--- config.mk ---
export PLATFORM = sky130hd
export DESIGN_NAME = pixel_replication_zoom_window_flat
export DESIGN_NICKNAME = d
export VERILOG_FILES = /design/src/hw/rtl/pzw_pkg.sv /design/src/hw/rtl/pzw_if.sv /design/src/hw/rtl/pzw_config.sv /design/src/hw/rtl/pzw_queue.sv /design/src/hw/rtl/pzw_front.sv /design/src/hw/rtl/pzw_back.sv /design/src/hw/rtl/pixel_replication_zoom_window.sv /design/src/flat_wrapper.sv
export SDC_FILE = /design/constraint.sdc
export NUM_CORES = 1
export LEC_CHECK = 0
export ABC_AREA = 1
export BUFFER_PORTS_ARGS = -buffer_cell sky130_fd_sc_hd__clkbuf_2
export CAP_MARGIN = 20
export CORE_MARGIN = 5
export CORE_UTILIZATION = 55
export DETAILED_ROUTE_END_ITERATION = 10
export GPL_TIMING_DRIVEN = 0
export HOLD_SLACK_MARGIN = 0.03
export PLACE_DENSITY = 0.72
export SYNTH_ARGS = -nofsm -noshare
export SYNTH_HDL_FRONTEND = slang
export SYNTH_SLANG_ARGS = --single-unit
--- constraint.sdc ---
create_clock -name clk -period 9.9 [get_ports clk]
set_clock_uncertainty 0.1 [all_clocks]
set_input_delay 1.98 -clock clk [delete_from_list [all_inputs] [get_ports clk]]
set_output_delay 1.98 -clock clk [all_outputs]
set_load 0.02 [all_outputs]
--- src/hw/rtl/pzw_pkg.sv ---
// Shared types, constants and helper functions for the pixel replication zoom window.
// No dependencies; every other file of the block but pzw_queue imports this package.
package pzw_pkg;

  // Fixed field widths of the ports.
  localparam int ZOOM_W      = 5;
  localparam int CENTER_W    = 12;
  localparam int SIZE_W      = 13;
  localparam int DATA_W      = 13;
  localparam int INDEX_W     = 3;
  localparam int PIXEL_W     = 32;
  localparam int OUT_COORD_W = 12;

  // Geometry limits.
  localparam int MAX_ZOOM   = 16;
  localparam int COORD_BITS = 12;
  localparam int VIEW_W     = COORD_BITS + 1;
  localparam int CNT_W      = COORD_BITS;
  localparam int ORIGIN_W   = COORD_BITS + 2;

  // Defaults for the top level parameters.
  localparam int BYTES_PER_PIXEL_DEF = 4;
  localparam int QUEUE_DEPTH_DEF     = 4;

  // Reset values of the configuration registers.
  localparam logic [ZOOM_W-1:0] ZOOM_RESET     = ZOOM_W'(4);
  localparam logic [SIZE_W-1:0] SCREEN_W_RESET = SIZE_W'(1024);
  localparam logic [SIZE_W-1:0] SCREEN_H_RESET = SIZE_W'(768);
  localparam logic [SIZE_W-1:0] VIEW_W_RESET   = SIZE_W'(256);
  localparam logic [SIZE_W-1:0] VIEW_H_RESET   = SIZE_W'(256);

  typedef enum logic [INDEX_W-1:0] {
    REG_ZOOM     = 3'd0,
    REG_CENTER_X = 3'd1,
    REG_CENTER_Y = 3'd2,
    REG_SCREEN_W = 3'd3,
    REG_SCREEN_H = 3'd4,
    REG_VIEW_W   = 3'd5,
    REG_VIEW_H   = 3'd6
  } reg_index_t;

  // Window geometry as seen by the front and back parts.
  typedef struct packed {
    logic [ZOOM_W-1:0]          zoom;
    logic [VIEW_W-1:0]          view_w;
    logic [VIEW_W-1:0]          view_h;
    logic [SIZE_W-1:0]          screen_w;
    logic [SIZE_W-1:0]          screen_h;
    logic signed [ORIGIN_W-1:0] origin_x;
    logic signed [ORIGIN_W-1:0] origin_y;
    logic [VIEW_W-1:0]          cols;
    logic [VIEW_W-1:0]          rows;
  } geom_t;

  // One classified source pixel, passed from front to back.
  typedef struct packed {
    logic [CNT_W-1:0] col;
    logic [CNT_W-1:0] row;
    logic             done;
  } cmd_t;

  function automatic logic [ZOOM_W-1:0] eff_zoom(input logic [ZOOM_W-1:0] z);
    logic [ZOOM_W-1:0] r;
    r = z;
    if (z == '0) r = ZOOM_W'(1);
    else if (z > ZOOM_W'(MAX_ZOOM)) r = ZOOM_W'(MAX_ZOOM);
    return r;
  endfunction

  function automatic logic [VIEW_W-1:0] eff_view(input logic [SIZE_W-1:0] v);
    logic [VIEW_W-1:0] ve;
    logic [VIEW_W-1:0] r;
    ve = VIEW_W'(v);
    r  = ve;
    if (ve == '0) r = VIEW_W'(1);
    else if (ve > VIEW_W'(1 << COORD_BITS)) r = VIEW_W'(1 << COORD_BITS);
    return r;
  endfunction

endpackage

--- src/hw/rtl/pzw_if.sv ---
// Valid/ready channel interfaces for source pixels and fill commands.
// Depends on pzw_pkg for field widths.
interface pzw_in_if;
  import pzw_pkg::*;
  logic               valid;
  logic               ready;
  logic [PIXEL_W-1:0] source_pixel;
  logic               frame_start;
  modport source (output valid, source_pixel, frame_start, input ready);
  modport sink   (input valid, source_pixel, frame_start, output ready);
endinterface

interface pzw_out_if;
  import pzw_pkg::*;
  logic                   valid;
  logic                   ready;
  logic [PIXEL_W-1:0]     fill_value;
  logic [OUT_COORD_W-1:0] dest_x;
  logic [OUT_COORD_W-1:0] dest_y;
  logic [ZOOM_W-1:0]      fill_width;
  logic [ZOOM_W-1:0]      fill_height;
  logic                   window_done;
  modport source (output valid, fill_value, dest_x, dest_y, fill_width, fill_height,
                  window_done, input ready);
  modport sink   (input valid, fill_value, dest_x, dest_y, fill_width, fill_height,
                  window_done, output ready);
endinterface

--- src/hw/rtl/pzw_config.sv ---
// Configuration registers and the bit-serial divider that derives window origin and size.
// Depends on pzw_pkg.
module pzw_config (
  input  logic                          clk,
  input  logic                          rst,
  input  logic                          cfg_write,
  input  logic [pzw_pkg::INDEX_W-1:0]   cfg_index,
  input  logic [pzw_pkg::DATA_W-1:0]    cfg_data,
  output pzw_pkg::geom_t                geom,
  output logic                          busy,
  output logic                          restart
);
  import pzw_pkg::*;

  localparam int STEP_W = $clog2(VIEW_W);
  localparam logic [STEP_W-1:0] LAST_STEP = STEP_W'(VIEW_W - 1);

  logic [ZOOM_W-1:0]   zoom_factor;
  logic [CENTER_W-1:0] center_x;
  logic [CENTER_W-1:0] center_y;
  logic [SIZE_W-1:0]   screen_width;
  logic [SIZE_W-1:0]   screen_height;
  logic [SIZE_W-1:0]   view_width;
  logic [SIZE_W-1:0]   view_height;

  logic hit;
  logic kick;
  logic running;
  logic [STEP_W-1:0] step;

  logic [VIEW_W-1:0] quo_w, quo_h, quo_w_next, quo_h_next;
  logic [ZOOM_W-1:0] rem_w, rem_h, rem_w_next, rem_h_next;
  logic [ZOOM_W:0]   trial_w, trial_h, divisor;
  logic              ge_w, ge_h;

  logic [ZOOM_W-1:0]          z;
  logic [VIEW_W-1:0]          vw, vh;
  logic [VIEW_W-1:0]          cols, rows;
  logic signed [ORIGIN_W-1:0] origin_x, origin_y;

  always_comb begin
    case (cfg_index)
      REG_ZOOM, REG_CENTER_X, REG_CENTER_Y, REG_SCREEN_W,
      REG_SCREEN_H, REG_VIEW_W, REG_VIEW_H: hit = cfg_write;
      default: hit = 1'b0;
    endcase
  end

  always_ff @(posedge clk) begin
    if (rst) begin
      zoom_factor   <= ZOOM_RESET;
      center_x      <= '0;
      center_y      <= '0;
      screen_width  <= SCREEN_W_RESET;
      screen_height <= SCREEN_H_RESET;
      view_width    <= VIEW_W_RESET;
      view_height   <= VIEW_H_RESET;
    end else if (cfg_write) begin
      case (cfg_index)
        REG_ZOOM:     zoom_factor   <= cfg_data[ZOOM_W-1:0];
        REG_CENTER_X: center_x      <= cfg_data[CENTER_W-1:0];
        REG_CENTER_Y: center_y      <= cfg_data[CENTER_W-1:0];
        REG_SCREEN_W: screen_width  <= cfg_data[SIZE_W-1:0];
        REG_SCREEN_H: screen_height <= cfg_data[SIZE_W-1:0];
        REG_VIEW_W:   view_width    <= cfg_data[SIZE_W-1:0];
        REG_VIEW_H:   view_height   <= cfg_data[SIZE_W-1:0];
        default: ;
      endcase
    end
  end

  assign z  = eff_zoom(zoom_factor);
  assign vw = eff_view(view_width);
  assign vh = eff_view(view_height);

  // One restoring division step per cycle for width and height in parallel.
  always_comb begin
    divisor    = {1'b0, z};
    trial_w    = {rem_w, quo_w[VIEW_W-1]};
    trial_h    = {rem_h, quo_h[VIEW_W-1]};
    ge_w       = trial_w >= divisor;
    ge_h       = trial_h >= divisor;
    rem_w_next = ge_w ? ZOOM_W'(trial_w - divisor) : trial_w[ZOOM_W-1:0];
    rem_h_next = ge_h ? ZOOM_W'(trial_h - divisor) : trial_h[ZOOM_W-1:0];
    quo_w_next = {quo_w[VIEW_W-2:0], ge_w};
    quo_h_next = {quo_h[VIEW_W-2:0], ge_h};
  end

  always_ff @(posedge clk) begin
    if (rst) begin
      kick    <= 1'b1;
      running <= 1'b0;
    end else begin
      kick <= hit;
      if (kick) begin
        running <= 1'b1;
        step    <= '0;
        quo_w   <= vw;
        quo_h   <= vh;
        rem_w   <= '0;
        rem_h   <= '0;
      end else if (running) begin
        quo_w <= quo_w_next;
        quo_h <= quo_h_next;
        rem_w <= rem_w_next;
        rem_h <= rem_h_next;
        step  <= step + STEP_W'(1);
        if (step == LAST_STEP) begin
          running <= 1'b0;
          // Size rounds the quotient up; origin backs off half the view in source pixels.
          cols     <= quo_w_next + VIEW_W'(rem_w_next != '0);
          rows     <= quo_h_next + VIEW_W'(rem_h_next != '0);
          origin_x <= signed'(ORIGIN_W'(center_x)) - signed'(ORIGIN_W'(quo_w_next[VIEW_W-1:1]));
          origin_y <= signed'(ORIGIN_W'(center_y)) - signed'(ORIGIN_W'(quo_h_next[VIEW_W-1:1]));
        end
      end
    end
  end

  assign busy    = hit | kick | running;
  assign restart = hit;

  always_comb begin
    geom.zoom     = z;
    geom.view_w   = vw;
    geom.view_h   = vh;
    geom.screen_w = screen_width;
    geom.screen_h = screen_height;
    geom.origin_x = origin_x;
    geom.origin_y = origin_y;
    geom.cols     = cols;
    geom.rows     = rows;
  end

`ifndef NO_ASSERTIONS
  a_divider_runs_full: assert property (@(posedge clk) disable iff (rst)
    !$past(rst) && $fell(running) |-> $past(step) == LAST_STEP)
    else $error("geometry divider stopped before its last step");
`endif

endmodule

--- src/hw/rtl/pzw_queue.sv ---
// Short first-in first-out queue between the front and back parts.
// Depends on pzw_pkg only through the instantiating module.
module pzw_queue #(
  parameter int WIDTH = 8,
  parameter int DEPTH = 4
) (
  input  logic             clk,
  input  logic             rst,
  input  logic             push_valid,
  output logic             push_ready,
  input  logic [WIDTH-1:0] push_data,
  output logic             pop_valid,
  input  logic             pop_ready,
  output logic [WIDTH-1:0] pop_data
);
  localparam int PTR_W = (DEPTH > 1) ? $clog2(DEPTH) : 1;
  localparam int CNT_W = $clog2(DEPTH + 1);

  logic [WIDTH-1:0] slots [DEPTH];
  logic [PTR_W-1:0] wr_ptr, rd_ptr;
  logic [CNT_W-1:0] count;
  logic push, pop;

  assign push_ready = count != CNT_W'(DEPTH);
  assign pop_valid  = count != '0;
  assign push       = push_valid && push_ready;
  assign pop        = pop_valid && pop_ready;
  assign pop_data   = slots[rd_ptr];

  always_ff @(posedge clk) begin
    if (push) slots[wr_ptr] <= push_data;
  end

  always_ff @(posedge clk) begin
    if (rst) begin
      wr_ptr <= '0;
      rd_ptr <= '0;
      count  <= '0;
    end else begin
      if (push) wr_ptr <= (wr_ptr == PTR_W'(DEPTH - 1)) ? '0 : wr_ptr + PTR_W'(1);
      if (pop)  rd_ptr <= (rd_ptr == PTR_W'(DEPTH - 1)) ? '0 : rd_ptr + PTR_W'(1);
      if (push && !pop) count <= count + CNT_W'(1);
      else if (pop && !push) count <= count - CNT_W'(1);
    end
  end

`ifndef NO_ASSERTIONS
  a_push_only_grows: assert property (@(posedge clk) disable iff (rst)
    push && !pop |=> count == CNT_W'($past(count) + CNT_W'(1)))
    else $error("queue fill level did not follow a lone push");
`endif

endmodule

--- src/hw/rtl/pzw_front.sv ---
// Front part: accepts source pixels, walks the window position and classifies on/off screen.
// Depends on pzw_pkg and pzw_in_if.
module pzw_front #(
  parameter int PIX_W = 32
) (
  input  logic              clk,
  input  logic              rst,
  pzw_in_if.sink            in_ch,
  input  pzw_pkg::geom_t    geom,
  input  logic              busy,
  input  logic              restart,
  output logic              push_valid,
  input  logic              push_ready,
  output pzw_pkg::cmd_t     push_cmd,
  output logic [PIX_W-1:0]  push_pixel
);
  import pzw_pkg::*;

  logic [CNT_W-1:0] col, row, col_next, row_next, cur_col, cur_row;
  logic signed [ORIGIN_W-1:0] sx, sy;
  logic on_screen, last_col, last_row, accept;

  assign in_ch.ready = !busy && push_ready;
  assign push_valid  = in_ch.valid && !busy;
  assign accept      = in_ch.valid && in_ch.ready;

  always_comb begin
    cur_col  = in_ch.frame_start ? '0 : col;
    cur_row  = in_ch.frame_start ? '0 : row;
    sx       = geom.origin_x + signed'(ORIGIN_W'(cur_col));
    sy       = geom.origin_y + signed'(ORIGIN_W'(cur_row));
    on_screen = !sx[ORIGIN_W-1] && (SIZE_W'(sx[ORIGIN_W-2:0]) < geom.screen_w) &&
                !sy[ORIGIN_W-1] && (SIZE_W'(sy[ORIGIN_W-2:0]) < geom.screen_h);
    last_col = VIEW_W'(cur_col) + VIEW_W'(1) == geom.cols;
    last_row = VIEW_W'(cur_row) + VIEW_W'(1) == geom.rows;
    col_next = last_col ? '0 : cur_col + CNT_W'(1);
    row_next = last_col ? (last_row ? '0 : cur_row + CNT_W'(1)) : cur_row;
    push_cmd.col  = cur_col;
    push_cmd.row  = cur_row;
    push_cmd.done = last_col && last_row;
    push_pixel    = on_screen ? in_ch.source_pixel[PIX_W-1:0] : '0;
  end

  always_ff @(posedge clk) begin
    if (rst || restart) begin
      col <= '0;
      row <= '0;
    end else if (accept) begin
      col <= col_next;
      row <= row_next;
    end
  end

`ifndef NO_ASSERTIONS
  a_done_wraps: assert property (@(posedge clk) disable iff (rst)
    accept && push_cmd.done |=> col == '0 && row == '0)
    else $error("window position did not wrap after the last pixel");
`endif

endmodule

--- src/hw/rtl/pzw_back.sv ---
// Back part: scales the window position, clips the block to the view and holds the result.
// Depends on pzw_pkg and pzw_out_if.
module pzw_back #(
  parameter int PIX_W = 32
) (
  input  logic              clk,
  input  logic              rst,
  input  pzw_pkg::geom_t    geom,
  input  logic              pop_valid,
  output logic              pop_ready,
  input  pzw_pkg::cmd_t     pop_cmd,
  input  logic [PIX_W-1:0]  pop_pixel,
  pzw_out_if.source         out_ch
);
  import pzw_pkg::*;

  localparam int PROD_W = CNT_W + ZOOM_W;

  logic [PROD_W-1:0] dx, dy, vw_ext, vh_ext, room_x, room_y, z_ext;
  logic [ZOOM_W-1:0] fw, fh;
  logic out_valid, load;

  logic [PIXEL_W-1:0]     fill_value;
  logic [OUT_COORD_W-1:0] dest_x, dest_y;
  logic [ZOOM_W-1:0]      fill_width, fill_height;
  logic                   window_done;

  assign pop_ready = !out_valid || out_ch.ready;
  assign load      = pop_valid && pop_ready;

  always_comb begin
    dx     = PROD_W'(pop_cmd.col) * PROD_W'(geom.zoom);
    dy     = PROD_W'(pop_cmd.row) * PROD_W'(geom.zoom);
    vw_ext = PROD_W'(geom.view_w);
    vh_ext = PROD_W'(geom.view_h);
    z_ext  = PROD_W'(geom.zoom);
    room_x = (vw_ext > dx) ? vw_ext - dx : '0;
    room_y = (vh_ext > dy) ? vh_ext - dy : '0;
    fw     = (room_x > z_ext) ? geom.zoom : room_x[ZOOM_W-1:0];
    fh     = (room_y > z_ext) ? geom.zoom : room_y[ZOOM_W-1:0];
  end

  always_ff @(posedge clk) begin
    if (rst) begin
      out_valid <= 1'b0;
    end else if (load) begin
      out_valid <= 1'b1;
    end else if (out_ch.ready) begin
      out_valid <= 1'b0;
    end
  end

  always_ff @(posedge clk) begin
    if (load) begin
      fill_value  <= PIXEL_W'(pop_pixel);
      dest_x      <= dx[OUT_COORD_W-1:0];
      dest_y      <= dy[OUT_COORD_W-1:0];
      fill_width  <= fw;
      fill_height <= fh;
      window_done <= pop_cmd.done;
    end
  end

  assign out_ch.valid       = out_valid;
  assign out_ch.fill_value  = fill_value;
  assign out_ch.dest_x      = dest_x;
  assign out_ch.dest_y      = dest_y;
  assign out_ch.fill_width  = fill_width;
  assign out_ch.fill_height = fill_height;
  assign out_ch.window_done = window_done;

`ifndef NO_ASSERTIONS
  a_no_pop_when_stalled: assert property (@(posedge clk) disable iff (rst)
    out_valid && !out_ch.ready |-> !load)
    else $error("queue entry taken while the output register was stalled");
`endif

endmodule

--- src/hw/rtl/pixel_replication_zoom_window.sv ---
// Integer pixel replication zoom of a window centered on a screen point, one fill command a pixel.
// The block accepts one source pixel per clock while not busy and while the queue has room;
// a four-entry queue between the classifying front and the scaling back absorbs output stalls.
// After reset and after every configuration write to one of the seven registers the window
// origin and size are recomputed by a bit-serial divider, one quotient bit a cycle. After a write,
// input is held off for the write cycle, the load cycle and 13 division steps; after reset, for
// the load cycle and the 13 steps. Configuration writes are still taken meanwhile.
// Depends on pzw_pkg, pzw_if, pzw_config, pzw_queue, pzw_front and pzw_back.
module pixel_replication_zoom_window #(
  parameter int BYTES_PER_PIXEL = pzw_pkg::BYTES_PER_PIXEL_DEF,
  parameter int QUEUE_DEPTH     = pzw_pkg::QUEUE_DEPTH_DEF
) (
  input  logic                         clk,
  input  logic                         rst,
  pzw_in_if.sink                       in_ch,
  pzw_out_if.source                    out_ch,
  input  logic                         cfg_write,
  input  logic [pzw_pkg::INDEX_W-1:0]  cfg_index,
  input  logic [pzw_pkg::DATA_W-1:0]   cfg_data
);
  import pzw_pkg::*;

  localparam int PIX_W   = 8 * BYTES_PER_PIXEL;
  localparam int ENTRY_W = $bits(cmd_t) + PIX_W;

  geom_t            geom;
  logic             busy, restart;
  logic             push_valid, push_ready, pop_valid, pop_ready;
  cmd_t             push_cmd, pop_cmd;
  logic [PIX_W-1:0] push_pixel, pop_pixel;
  logic [ENTRY_W-1:0] push_entry, pop_entry;

  pzw_config u_config (
    .clk       (clk),
    .rst       (rst),
    .cfg_write (cfg_write),
    .cfg_index (cfg_index),
    .cfg_data  (cfg_data),
    .geom      (geom),
    .busy      (busy),
    .restart   (restart)
  );

  pzw_front #(.PIX_W(PIX_W)) u_front (
    .clk        (clk),
    .rst        (rst),
    .in_ch      (in_ch),
    .geom       (geom),
    .busy       (busy),
    .restart    (restart),
    .push_valid (push_valid),
    .push_ready (push_ready),
    .push_cmd   (push_cmd),
    .push_pixel (push_pixel)
  );

  assign push_entry = {push_cmd, push_pixel};
  assign pop_cmd    = pop_entry[ENTRY_W-1:PIX_W];
  assign pop_pixel  = pop_entry[PIX_W-1:0];

  pzw_queue #(.WIDTH(ENTRY_W), .DEPTH(QUEUE_DEPTH)) u_queue (
    .clk        (clk),
    .rst        (rst),
    .push_valid (push_valid),
    .push_ready (push_ready),
    .push_data  (push_entry),
    .pop_valid  (pop_valid),
    .pop_ready  (pop_ready),
    .pop_data   (pop_entry)
  );

  pzw_back #(.PIX_W(PIX_W)) u_back (
    .clk       (clk),
    .rst       (rst),
    .geom      (geom),
    .pop_valid (pop_valid),
    .pop_ready (pop_ready),
    .pop_cmd   (pop_cmd),
    .pop_pixel (pop_pixel),
    .out_ch    (out_ch)
  );

endmodule
--- src/flat_wrapper.sv ---
// flat-port wrapper written by rule: the top's interface ports become plain ports
module pixel_replication_zoom_window_flat import pzw_pkg::*;
#(
  parameter int BYTES_PER_PIXEL = pzw_pkg::BYTES_PER_PIXEL_DEF,
  parameter int QUEUE_DEPTH     = pzw_pkg::QUEUE_DEPTH_DEF
)
  (clk, rst, cfg_write, cfg_index, cfg_data, in_ch_valid, in_ch_source_pixel, in_ch_frame_start, in_ch_ready, out_ch_valid, out_ch_fill_value, out_ch_dest_x, out_ch_dest_y, out_ch_fill_width, out_ch_fill_height, out_ch_window_done, out_ch_ready);
  pzw_in_if in_ch_i ();
  pzw_out_if out_ch_i ();
  input  logic clk;
  input  logic rst;
  input  logic cfg_write;
  input  logic [pzw_pkg::INDEX_W-1:0] cfg_index;
  input  logic [pzw_pkg::DATA_W-1:0] cfg_data;
  input wire logic [$bits(in_ch_i.valid)-1:0] in_ch_valid;
  input wire logic [$bits(in_ch_i.source_pixel)-1:0] in_ch_source_pixel;
  input wire logic [$bits(in_ch_i.frame_start)-1:0] in_ch_frame_start;
  output wire logic [$bits(in_ch_i.ready)-1:0] in_ch_ready;
  output wire logic [$bits(out_ch_i.valid)-1:0] out_ch_valid;
  output wire logic [$bits(out_ch_i.fill_value)-1:0] out_ch_fill_value;
  output wire logic [$bits(out_ch_i.dest_x)-1:0] out_ch_dest_x;
  output wire logic [$bits(out_ch_i.dest_y)-1:0] out_ch_dest_y;
  output wire logic [$bits(out_ch_i.fill_width)-1:0] out_ch_fill_width;
  output wire logic [$bits(out_ch_i.fill_height)-1:0] out_ch_fill_height;
  output wire logic [$bits(out_ch_i.window_done)-1:0] out_ch_window_done;
  input wire logic [$bits(out_ch_i.ready)-1:0] out_ch_ready;
  assign in_ch_i.valid = in_ch_valid;
  assign in_ch_i.source_pixel = in_ch_source_pixel;
  assign in_ch_i.frame_start = in_ch_frame_start;
  assign in_ch_ready = in_ch_i.ready;
  assign out_ch_valid = out_ch_i.valid;
  assign out_ch_fill_value = out_ch_i.fill_value;
  assign out_ch_dest_x = out_ch_i.dest_x;
  assign out_ch_dest_y = out_ch_i.dest_y;
  assign out_ch_fill_width = out_ch_i.fill_width;
  assign out_ch_fill_height = out_ch_i.fill_height;
  assign out_ch_window_done = out_ch_i.window_done;
  assign out_ch_i.ready = out_ch_ready;
  pixel_replication_zoom_window #(.BYTES_PER_PIXEL(BYTES_PER_PIXEL), .QUEUE_DEPTH(QUEUE_DEPTH)) u_core (.clk(clk), .rst(rst), .in_ch(in_ch_i), .out_ch(out_ch_i), .cfg_write(cfg_write), .cfg_index(cfg_index), .cfg_data(cfg_data));
endmodule
# After elaboration in Yosys (flattened, before gate mapping)
# Memories as Yosys holds them, arrays and structs flattened. A register that Yosys moved wholly into a read port is not among the register bits.
# Index checks and enable logic that the tools add are counted.
# totals
latch_bits	0
out_inout_bits	69
ram_bits	228
register_bits	276
n_memories	1
rom_bits	0
# classes
n_mul	2
n_reduce_logical	39
n_lt_le_gt_ge	11
n_addsub	19
muxes	39
n_eq_ne	12
bitwise_logic	4
n_div	0
n_shift	0
# memory_table
name	depth	width	rd	rd_clocked_by_memory_dff	wr	line_no	rtl
u_core.u_queue.slots	4	57	1	1	1	pzw_queue.sv:19	logic [WIDTH-1:0] slots [DEPTH];
# ops
cell	n
$mux 13	8
$mux 12	5
$mux 5	8
$gt 13x17->1	2
$gt 17x5->1	2
$mul 12x5->17	2
$mux 17	2
$sub 13x17->17	2
$mux 32	1
$add 14x13->14	2
$add 12x1->13 const B	2
$add 13x1->13	2
$eq 13x13->1	2
$gt 13x13->1 const B	2
$logic_not 13->1	2
$lt 13x13->1	2
$sub 12x12->13	2
$add 12x1->12 const B	2
$reduce_and 2->1	8
$ge 6x5->1	2
$logic_and 1x1->1	11
$reduce_bool 5->1	2
$sub 5x5->5	2
$eq 3x3->1 const B	3
24 further kinds	48

# Depth between registers and ports, before layout
# Gate-level depths: netlist of the first run.
# depth
depth_word	12
ltp_mapped	43
depth_no_buf	42

# Hierarchy
# A second synthesis of the first run with hierarchy kept.
# hier_totals
hier_cells	3488
hier_area_um2	30301.6
# modules_own_cells
module	area_each_um2	instances	cells_each
pzw_queue	8931.1	1	620
pzw_config	8709.6	1	994
pzw_back	8127.8	1	1048
pzw_front	4533.1	1	826

# Worst setup path before layout of the first run
# No wires, ideal clock.
# synth_timing
path_type	in2reg
startpoint	input port out_ch_ready
endpoint	register u_core.u_queue.count[1]
arrival_ns	6.906
setup_ns	0.120
setup_slack_ns	2.774
stages	8
path_cell_list	nor2_1 -> a31oi_1 -> inv_1 -> ha_1 -> inv_1 -> fa_1 -> o21ai_0 -> a21oi_1
# synth_between
elab_chain_len	5
word_cells_on_any_way	7
cone_classes	mux (1); reduce/logical (6)
# synth_rtl
element	line_no	rtl
start, declared	flat_wrapper.sv:26	input wire logic [$bits(out_ch_i.ready)-1:0] out_ch_ready;
$logic_or 1x1->1 *	pzw_back.sv:28	assign pop_ready = !out_valid || out_ch.ready;
$logic_and 1x1->1 *	-	
named net u_core.u_back.load	pzw_back.sv:21	logic out_valid, load;
$logic_not 1->1	pzw_queue.sv:42	if (push && !pop) count <= count + CNT_W'(1);
$logic_and 1x1->1	pzw_queue.sv:42	
$mux 3 or $reduce_bool 2->1 (tied branches)	-	
end signal, assigned	pzw_queue.sv:42	
end signal, assigned	pzw_queue.sv:43	else if (pop && !push) count <= count - CNT_W'(1);
end, declared	pzw_queue.sv:21	logic [CNT_W-1:0] count;
# The timed path passes the listed nets; every way through them passes the cells marked *.
# A chain may end at the register's enable or synchronous reset.

==> results of run 1 <==
==> final cells by class <==
type                            instances  share of cell area [%]
Buffer                                 96                    1.18
Tap cell                              688                    2.64
Antenna cell                            2                  0.0154
Clock buffer                           74                    4.48
Multi-Input combinational cell       2205                    40.0
Clock inverter                         24                   0.922
Inverter                              444                    5.12
Timing Repair Buffer                  135                    2.72
Sequential cell                       504                    42.9
==> sequential cells by signal, summed over array words and instances (netlist names), 13 cells and up, named ones only <==
register,cells
u_core.u_config.origin_y,13
u_core.u_config.screen_width,13
u_core.u_config.origin_x,13
u_core.u_back.out_ch.fill_value,32
u_core.u_config.view_width,13
u_core.u_config.view_height,13
u_core.u_config.rows,13
u_core.u_config.quo_h,13
u_core.u_queue.slots,228
u_core.u_config.screen_height,13
u_core.u_config.quo_w,13
u_core.u_config.cols,13
==> through the flow <==
| stage | std cells | power, mW | cell area [um^2] |
|---|---|---|---|
| 6_report | 4172 | 8.07 | 32600 |
| 5_1_grt | 4170 | 8.59 | 32600 |
| 4_1_cts | 4170 | 8.09 | 32600 |
| 3_5_place_dp | 4072 | 6.08 | 30800 |
| 3_3_place_gp | 4059 | 6.02 | 30500 |
| 2_1_floorplan | 3249 | 5.03 | 29000 |
==> cells by family after synthesis <==
group                      after synthesis  synth area share (%)
and+or+nand+nor                       1304                  18.9
AOI/OAI and AO/OA                      548                  10.2
buffers and inverters                  540                  7.07
DFF                                    504                  48.1
adders and majority gates              251                  12.6
xor gates and xnor gates               102                  3.08
==> layer usage <==
layer  share of wire [%]  routed length (um)  track usage, %
met3                 7.3                6040            3.95
met5                   0                   0               0
met2                  47               38800            46.8
met4                 4.5                3690            11.9
met1                  41               34100            37.9
==> worst max-delay path: cells and delay by family, from the launching register on <==
family / cells / cell delay, ps
buf+inv: 7 / 1590
simple gates: 21 / 3130
flops: 1 / 300
fa+ha+maj: 6 / 2620
xor+xnor: 1 / 180
compound gates: 5 / 1080
==> placed cells by master (no fill, tap or decap), types with 11 or more instances in the layout <==
cell | synthesis | routed
ha_1 | 182 | 182
fa_1 | 69 | 69
buf_12 | 0 | 11
xnor2_1 | 28 | 28
clkbuf_16 | 0 | 52
a21oi_1 | 209 | 209
dfxtp_1 | 117 | 117
nor2_1 | 425 | 420
nand3_1 | 184 | 184
inv_1 | 437 | 437
o21bai_1 | 13 | 13
nand2_1 | 562 | 562
nor3_1 | 22 | 22
nor4_1 | 12 | 12
o21ai_0 | 239 | 239
edfxtp_1 | 387 | 387
nand4_1 | 46 | 46
clkbuf_2 | 0 | 124
nand3b_1 | 16 | 16
xor2_1 | 74 | 74
o211ai_1 | 12 | 12
o22ai_1 | 35 | 35
clkbuf_1 | 83 | 95
==> worst max-delay path by stage <==
| stage | startpoint | to | slack (ps) | depth (start not counted) |
|---|---|---|---|---|
| finish | flop | u_core.u_back.out_ch.fill_height[3] | 700 | 40 |
| CTS | flop | u_core.u_back.out_ch.fill_height[3] | 900 | 40 |
| detailed placement | flop | u_core.u_back.out_ch.fill_height[3] | 1030 | 40 |
| global route | flop | u_core.u_back.out_ch.fill_height[3] | 10 | 40 |
| floorplan | out_ch_ready | u_core.u_queue.count[1] | 2770 | 8 |
| global placement | out_ch_ready | u_core.u_queue.count[1] | -610 | 9 |
==> power by group through the flow <==
| stage | combinational, mW | clock (mW) | sequential (mW) |
|---|---|---|---|
| detailed placement | 3.38 | 0 | 2.70 |
| finish | 3.42 | 1.99 | 2.66 |
| floorplan | 2.12 | 0 | 2.90 |
| global route | 3.80 | 2.11 | 2.67 |
| CTS | 3.41 | 2.02 | 2.66 |
| global placement | 3.27 | 0 | 2.75 |
==> out/metrics.yaml, run 1 <==
run_status: "finished clean"
hold_buffers: 0
cts.repair.resized: 0
multi_input_area_um2: 13000
die_x_um: 240
grt_overflow: 0
finalCriticalPeriod_ps: 9200
cts.path.max_buffers: 3
ys.warnings.count: 0
place.gp.congestion: 0.948
p_clk_share_pct: 24.7
cts_made_buffers: 52
die_h_um: 240
track_usage_pct: 28.4
crit_top_cell: "nand2_1"
ctsHtreeMaxLevel: 2
antenna_found_initial: 1
io_pins: 123
r2r_end: "u_core.u_back.out_ch.fill_height[3]"
grt_pass1_wl_um: 127000
p_sw_mw: 3.28
synthTopCellsByArea: "edfxtp_1 (40%), dfxtp_1 (8.1%), ha_1 (7.9%)"
worstHoldStart: "u_core.u_config.screen_height[4]"
timing.hold.ws_ps: 366
drtIter0Drc: 2164
worstHoldPathCells: 2
endpoint_kind: "flop"
routed_wl_um: 82600
synth-async-reset-ratio_pct: 0
reg2reg_depth: 40
hold_viol: 0
synth.avg_cell_area_um2: 8.93
ys_ff_latch: 504
power_frac_comb_pct: 42.4
powerDensity_nw_per_um2: 248
io_buffers: 122
fin_ws_ps: 700
syn-cell-area_um2: 29000
syn_inst: 3249
cpMaxStageDelayCell: "fa_1"
critPathLaunchType: "flop"
clk_root_buffer_cell: "clkbuf_16"
slowest_delay_ps: 550
synth_top_area_cell: "edfxtp_1"
start_util_pct: 55.3
arrival_ps: 9570
finish.utilization_pct: 62.1
fmax_ghz: 0.109
cp_max_fo: 10
yosys_most_used_dff: "edfxtp_1"
filler_cell_count: 4401
intPower_mw: 4.80
drtPass1Iterations: 5
worst_pin_slew_ps: 1030
peakVddDrop_mv: 0.173
synth_top_area_share_pct: 40.1
synth-edff-count: 387
place_worst_setup_slack_ps: 1030
worstHoldPathType: "flop to flop"
leakage_nw: 14.4
layout.nets: 3743
drive_above_1_share_pct: 7.47
via_per_inst: 5.69
pwr-share-seq_pct: 32.9
hpwl_um: 63200
route.detailed.drc: 0
rows: 84
hold_end: "u_core.u_config.screen_height[4]"
final_max_slew_viol_count: 0
cap_violations: 0
vias: 23758
slew_headroom_pct: 30.8
netlist_top_cells_count: "nand2_1 (562), inv_1 (437), nor2_1 (425)"
finalSetupViolations: 0
post-route-period-util_pct: 92.9
die-area_um2: 57400
regToRegSetupSlack_ps: 700
synth-seq-area-share_pct: 48.1
clk_pin_slew_ps: 60
ant_nets: 0
synth_nets: 3554
core_region_area_um2: 52400
cts_setup_buffers: 0
cts_tree: "done"
p_sw_share_pct: 40.6
synth_cell_type_count: 49
rsz0062_at_grt: "false"
setup_tns_ps: 0
grt_max_degree: 31
critical_path_class: "flop to flop"
areaGrowthSynthToFinish_pct: 12.3
wl_per_cell_um: 19.8
seq_area_um2: 14000
cts_num_sinks: 504
synth.most_common_cell: "nand2_1"
required_ps: 10270
clock_latency_ps: 640
grt_pass1_vias: 23255
(Power assumes the default switching activity.)
==> run 2, diff against run 1 <==
Settings changed: PLACE_DENSITY 0.72 to not set, PLACE_DENSITY_LB_ADDON set to 0.25.
==> out/metrics.yaml, run 2 (synthesized netlist as in run 1, its figures left out) <==
arrival_ps: 9320
cts_made_buffers: 54
drtPass1Iterations: 6
p_sw_share_pct: 41.1
antenna_cells: 0
filler_cell_count: 4392
via_per_inst: 5.71
layout.nets: 3745
clk_root_buffer_cell: "clkbuf_16"
endpoint_kind: "flop"
required_ps: 10170
slew_headroom_pct: 26.5
run_status: "finished clean"
hold_buffers: 0
power_frac_comb_pct: 43.2
die_h_um: 240
leakage_nw: 14.4
finalCriticalPeriod_ps: 9050
slowest_delay_ps: 580
final_cell_mix: "nand2_1 (562), inv_1 (437), nor2_1 (420)"
cp_max_fo: 10
clock_latency_ps: 640
wl_met2_um: 38600
worstHoldStart: "u_core.u_config.screen_height[2]"
cap_violations: 0
die_x_um: 240
final_cells: 4171
cts_num_sinks: 504
cts.path.max_buffers: 3
worst_pin_slew_ps: 1100
ctsHtreeMaxLevel: 2
io_buffers: 122
ant_nets: 0
drive_above_1_share_pct: 7.12
wl_per_cell_um: 19.9
grt_max_degree: 31
peakVddDrop_mv: 0.202
clk_pin_slew_ps: 60
worstHoldPathCells: 2
fmax_ghz: 0.111
top_layer: "met4"
post-route-period-util_pct: 91.4
rows: 84
critPathLaunchType: "flop"
reg2reg_depth: 37
p_sw_mw: 3.34
grt_pass1_vias: 23070
cts_tree: "done"
track_usage_pct: 28.3
cts_setup_buffers: 0
critical_path_class: "flop to flop"
powerDensity_nw_per_um2: 249
route.detailed.drc: 0
p_clk_share_pct: 24.1
areaGrowthSynthToFinish_pct: 12.2
cts.repair.resized: 0
cpMaxStageDelayCell: "fa_1"
timing.hold.ws_ps: 361
grt_overflow: 0
max_flop_register: "u_core.u_queue.slots"
pwr-share-seq_pct: 32.7
largest_registers: "u_core.u_queue.slots: 228 flops, u_core.u_back.out_ch.fill_value: 32 flops"
rsz0062_at_grt: "false"
io_pins: 123
final_area_um2: 32600
layout_commonest_cell: "nand2_1"
routed_wl_um: 82900
largest_reg_flops: 228
seq_area_um2: 14000
final_max_slew_viol_count: 0
crit_top_cell: "nand2_1"
post_dp_cell_area_um2: 30800
place_inst: 4072
grt_pass1_wl_um: 127000
met3_length_um: 6680
vias: 23811
core_region_area_um2: 52400
place.gp.congestion: 0.952
antenna_found_initial: 0
setup_tns_ps: 0
hpwl_um: 63600
intPower_mw: 4.78
worstHoldPathType: "flop to flop"
die-area_um2: 57400
hold_viol: 0
multi_input_area_um2: 13000
drt-met1-wl_um: 33900
finalSetupViolations: 0
start_util_pct: 55.3
drtIter0Drc: 2008
## run 2: changes by cell type in the layout (fill, tap and decap cells not counted), sizes merged
| cell | before | now |
|---|---|---|
| inv | 444 | 441 |
| diode | 2 | 0 |
| clkinvlp | 2 | 0 |
| clkbuf | 279 | 287 |
| bufinv | 4 | 2 |
## run 2: worst paths after layout
path | end | slack (ps)
max | u_core.u_back.out_ch.fill_width[0] | 850
min | u_core.u_config.screen_height[2] | 360
max reg2reg | u_core.u_back.out_ch.fill_width[0] | 850
min reg2reg | u_core.u_config.screen_height[2] | 360
## run 2: stage by stage
stage	power [mW]	utilization (%)	setup slack, ps
after floorplan	5.03	-	2770
after global placement	6.10	58.1	-263
after detailed placement	6.15	58.8	973
after CTS	8.11	62.1	890
after global routing	8.62	62.1	156
final	8.11	62.1	851
## run 2: worst max-delay path, delay by kind of cell (launching register included)
kind                       cells  cell delay (ps)
AOI/OAI and AO/OA              4              710
DFF                            1              300
adders and majority gates      6             2720
and+or+nand+nor               19             2830
xor gates and xnor gates       1              420
buffers and inverters          7             1680
## run 2: per-layer routing
layer	track usage (%)	vias up
li1	-	11281
met3	4.24	203
met1	37.9	11340
met4	12.1	0
met5	0	-
met2	46.5	987
## run 2: layout make-up
cell class / instances / area share, %
multi-input combinational: 2205 / 40.1
buffer: 96 / 1.18
tap: 688 / 2.64
sequential: 504 / 42.9
clock buffer: 82 / 4.66
inverter: 444 / 5.12
clock inverter: 17 / 0.642
timing repair buffer: 135 / 2.79
## run 2: power by group through the flow
stage,clock (mW),combinational [mW],sequential [mW]
floorplan,0,2.12,2.90
global placement,0,3.35,2.75
detailed placement,0,3.45,2.70
CTS,1.97,3.48,2.66
global route,2.07,3.88,2.67
finish,1.95,3.50,2.66
==> run 3, diff against run 2 <==
Settings changed: CTS_BUF_LIST set to sky130_fd_sc_hd__clkbuf_16.
==> out/metrics.yaml, run 3 (synthesized netlist as in run 1, its figures left out) <==
leakage_nw: 14.5
powerDensity_nw_per_um2: 248
cpMaxStageDelayCell: "fa_1"
antenna_found_initial: 0
max_flop_register: "u_core.u_queue.slots"
worstHoldPathType: "flop to flop"
reg2reg_depth: 39
cts_num_sinks: 504
via_per_inst: 5.72
crit_top_cell: "nand2_1"
io_buffers: 122
critPathLaunchType: "flop"
areaGrowthSynthToFinish_pct: 12.1
grt_max_degree: 31
run_status: "finished clean"
clk_pin_slew_ps: 60
fmax_ghz: 0.109
ant_nets: 0
die_x_um: 240
largest_registers: "u_core.u_queue.slots: 228 flops, u_core.u_back.out_ch.fill_value: 32 flops"
cap_violations: 0
worstSetupEndpoint: "u_core.u_back.out_ch.fill_width[0]"
post-route-period-util_pct: 92.3
cts_setup_buffers: 0
peakVddDrop_mv: 0.201
cts.repair.resized: 0
cp_max_fo: 10
ctsHtreeMaxLevel: 2
clk_root_buffer_cell: "clkbuf_16"
drtPass1Iterations: 9
layout_commonest_cell: "nand2_1"
rows: 84
cts_made_buffers: 54
wl_per_cell_um: 19.9
largest_reg_flops: 228
hpwl_um: 63600
power_mw: 8.06
place.gp.congestion: 0.952
place_worst_setup_slack_ps: 973
route.detailed.drc: 0
io_pins: 123
clock_latency_ps: 630
layout.nets: 3745
filler_cell_count: 4400
place_inst: 4072
rsz0062_at_grt: "false"
endpoint_kind: "flop"
arrival_ps: 9400
routed_wl_um: 83100
slowest_delay_ps: 560
critical_path_class: "flop to flop"
regToRegSetupSlack_ps: 770
finalCriticalPeriod_ps: 9130
final_cells: 4171
fin_ws_ps: 767
drtIter0Drc: 2156
grt_pass1_wl_um: 127000
grt_overflow: 0
die_h_um: 240
r2r_end: "u_core.u_back.out_ch.fill_width[0]"
vias: 23856
antenna_cells: 0
grt_pass1_vias: 23075
hold_viol: 0
cts_tree: "done"
final_max_slew_viol_count: 0
finalSetupViolations: 0
final_cell_mix: "nand2_1 (562), inv_1 (460), nor2_1 (420)"
hold_buffers: 0
track_usage_pct: 28.4
cts.path.max_buffers: 3
drive_above_1_share_pct: 7.01
die-area_um2: 57400
required_ps: 10170
slew_headroom_pct: 26.4
core_region_area_um2: 52400
worst_pin_slew_ps: 1100
start_util_pct: 55.3
-- run 3: cell types whose count changed in the layout (fill, tap and decap cells not counted) --
cell	before	now
clkinv_1	10	14
inv_1	437	460
clkbuf_8	4	0
clkbuf_1	106	83
-- run 3: area by class of cell --
| cell class | count | area, um^2 | share of cell area (%) |
|---|---|---|---|
| multi-input cells | 2205 | 13000 | 40.1 |
| plain buffers | 96 | 384 | 1.18 |
| clock inverters | 44 | 310 | 0.954 |
| repair buffers | 135 | 908 | 2.79 |
| inverters | 444 | 1670 | 5.13 |
| flip-flops and latches | 504 | 14000 | 42.9 |
| well taps | 688 | 861 | 2.65 |
| clock buffers | 55 | 1380 | 4.23 |
-- run 3: critical path: cells and delay by family (launching register included) --
kind                     cells  cell delay, ps
adder cells (fa/ha/maj)      6            2590
flip-flops                   1             300
AO/OA/AOI/OAI                4             720
buffers and inverters        8            1660
XOR/XNOR                     1             440
AND/OR/NAND/NOR             20            3040
-- run 3: how the worst min path moves through the flow --
stage / cells after the start / slack [ps] / start / to
floorplan: 2 / 330 / u_core.u_config.screen_height[0] / u_core.u_config.screen_height[0]
global placement: 2 / 350 / u_core.u_config.screen_height[5] / u_core.u_config.screen_height[5]
detailed placement: 2 / 350 / u_core.u_config.screen_height[0] / u_core.u_config.screen_height[0]
CTS: 2 / 360 / u_core.u_config.screen_height[0] / u_core.u_config.screen_height[0]
global route: 2 / 380 / u_core.u_config.screen_height[2] / u_core.u_config.screen_height[2]
finish: 2 / 360 / u_core.u_config.screen_height[2] / u_core.u_config.screen_height[2]
-- run 3: metrics by stage --
step | utilization, % | hold WS [ps] | setup TNS, ps | cell area, um^2
6_report | 62.0 | 361 | 0 | 32500
5_1_grt | 62.0 | 384 | 0 | 32500
4_1_cts | 62.0 | 360 | 0 | 32500
3_5_place_dp | 58.8 | 352 | 0 | 30800
3_3_place_gp | 58.1 | 350 | -478 | 30500
2_1_floorplan | - | 330 | 0 | 29000
-- run 3: metal layers --
| metal | routed length [um] | up-vias | track usage (%) |
|---|---|---|---|
| li1 | - | 11274 | - |
| met1 | 34500 | 11418 | 37.9 |
| met2 | 38700 | 955 | 46.5 |
| met3 | 6110 | 209 | 4.21 |
| met4 | 3760 | 0 | 12.2 |
| met5 | 0 | - | 0 |
-- run 3: where the power goes --
part / internal (mW) / total [mW] / switching, mW / leakage [nW]
clock: 1.06 / 1.90 / 0.836 / 0.900
sequential: 2.58 / 2.66 / 0.0763 / 4.88
combinational: 1.08 / 3.50 / 2.43 / 8.69
total: 4.72 / 8.06 / 3.34 / 14.5
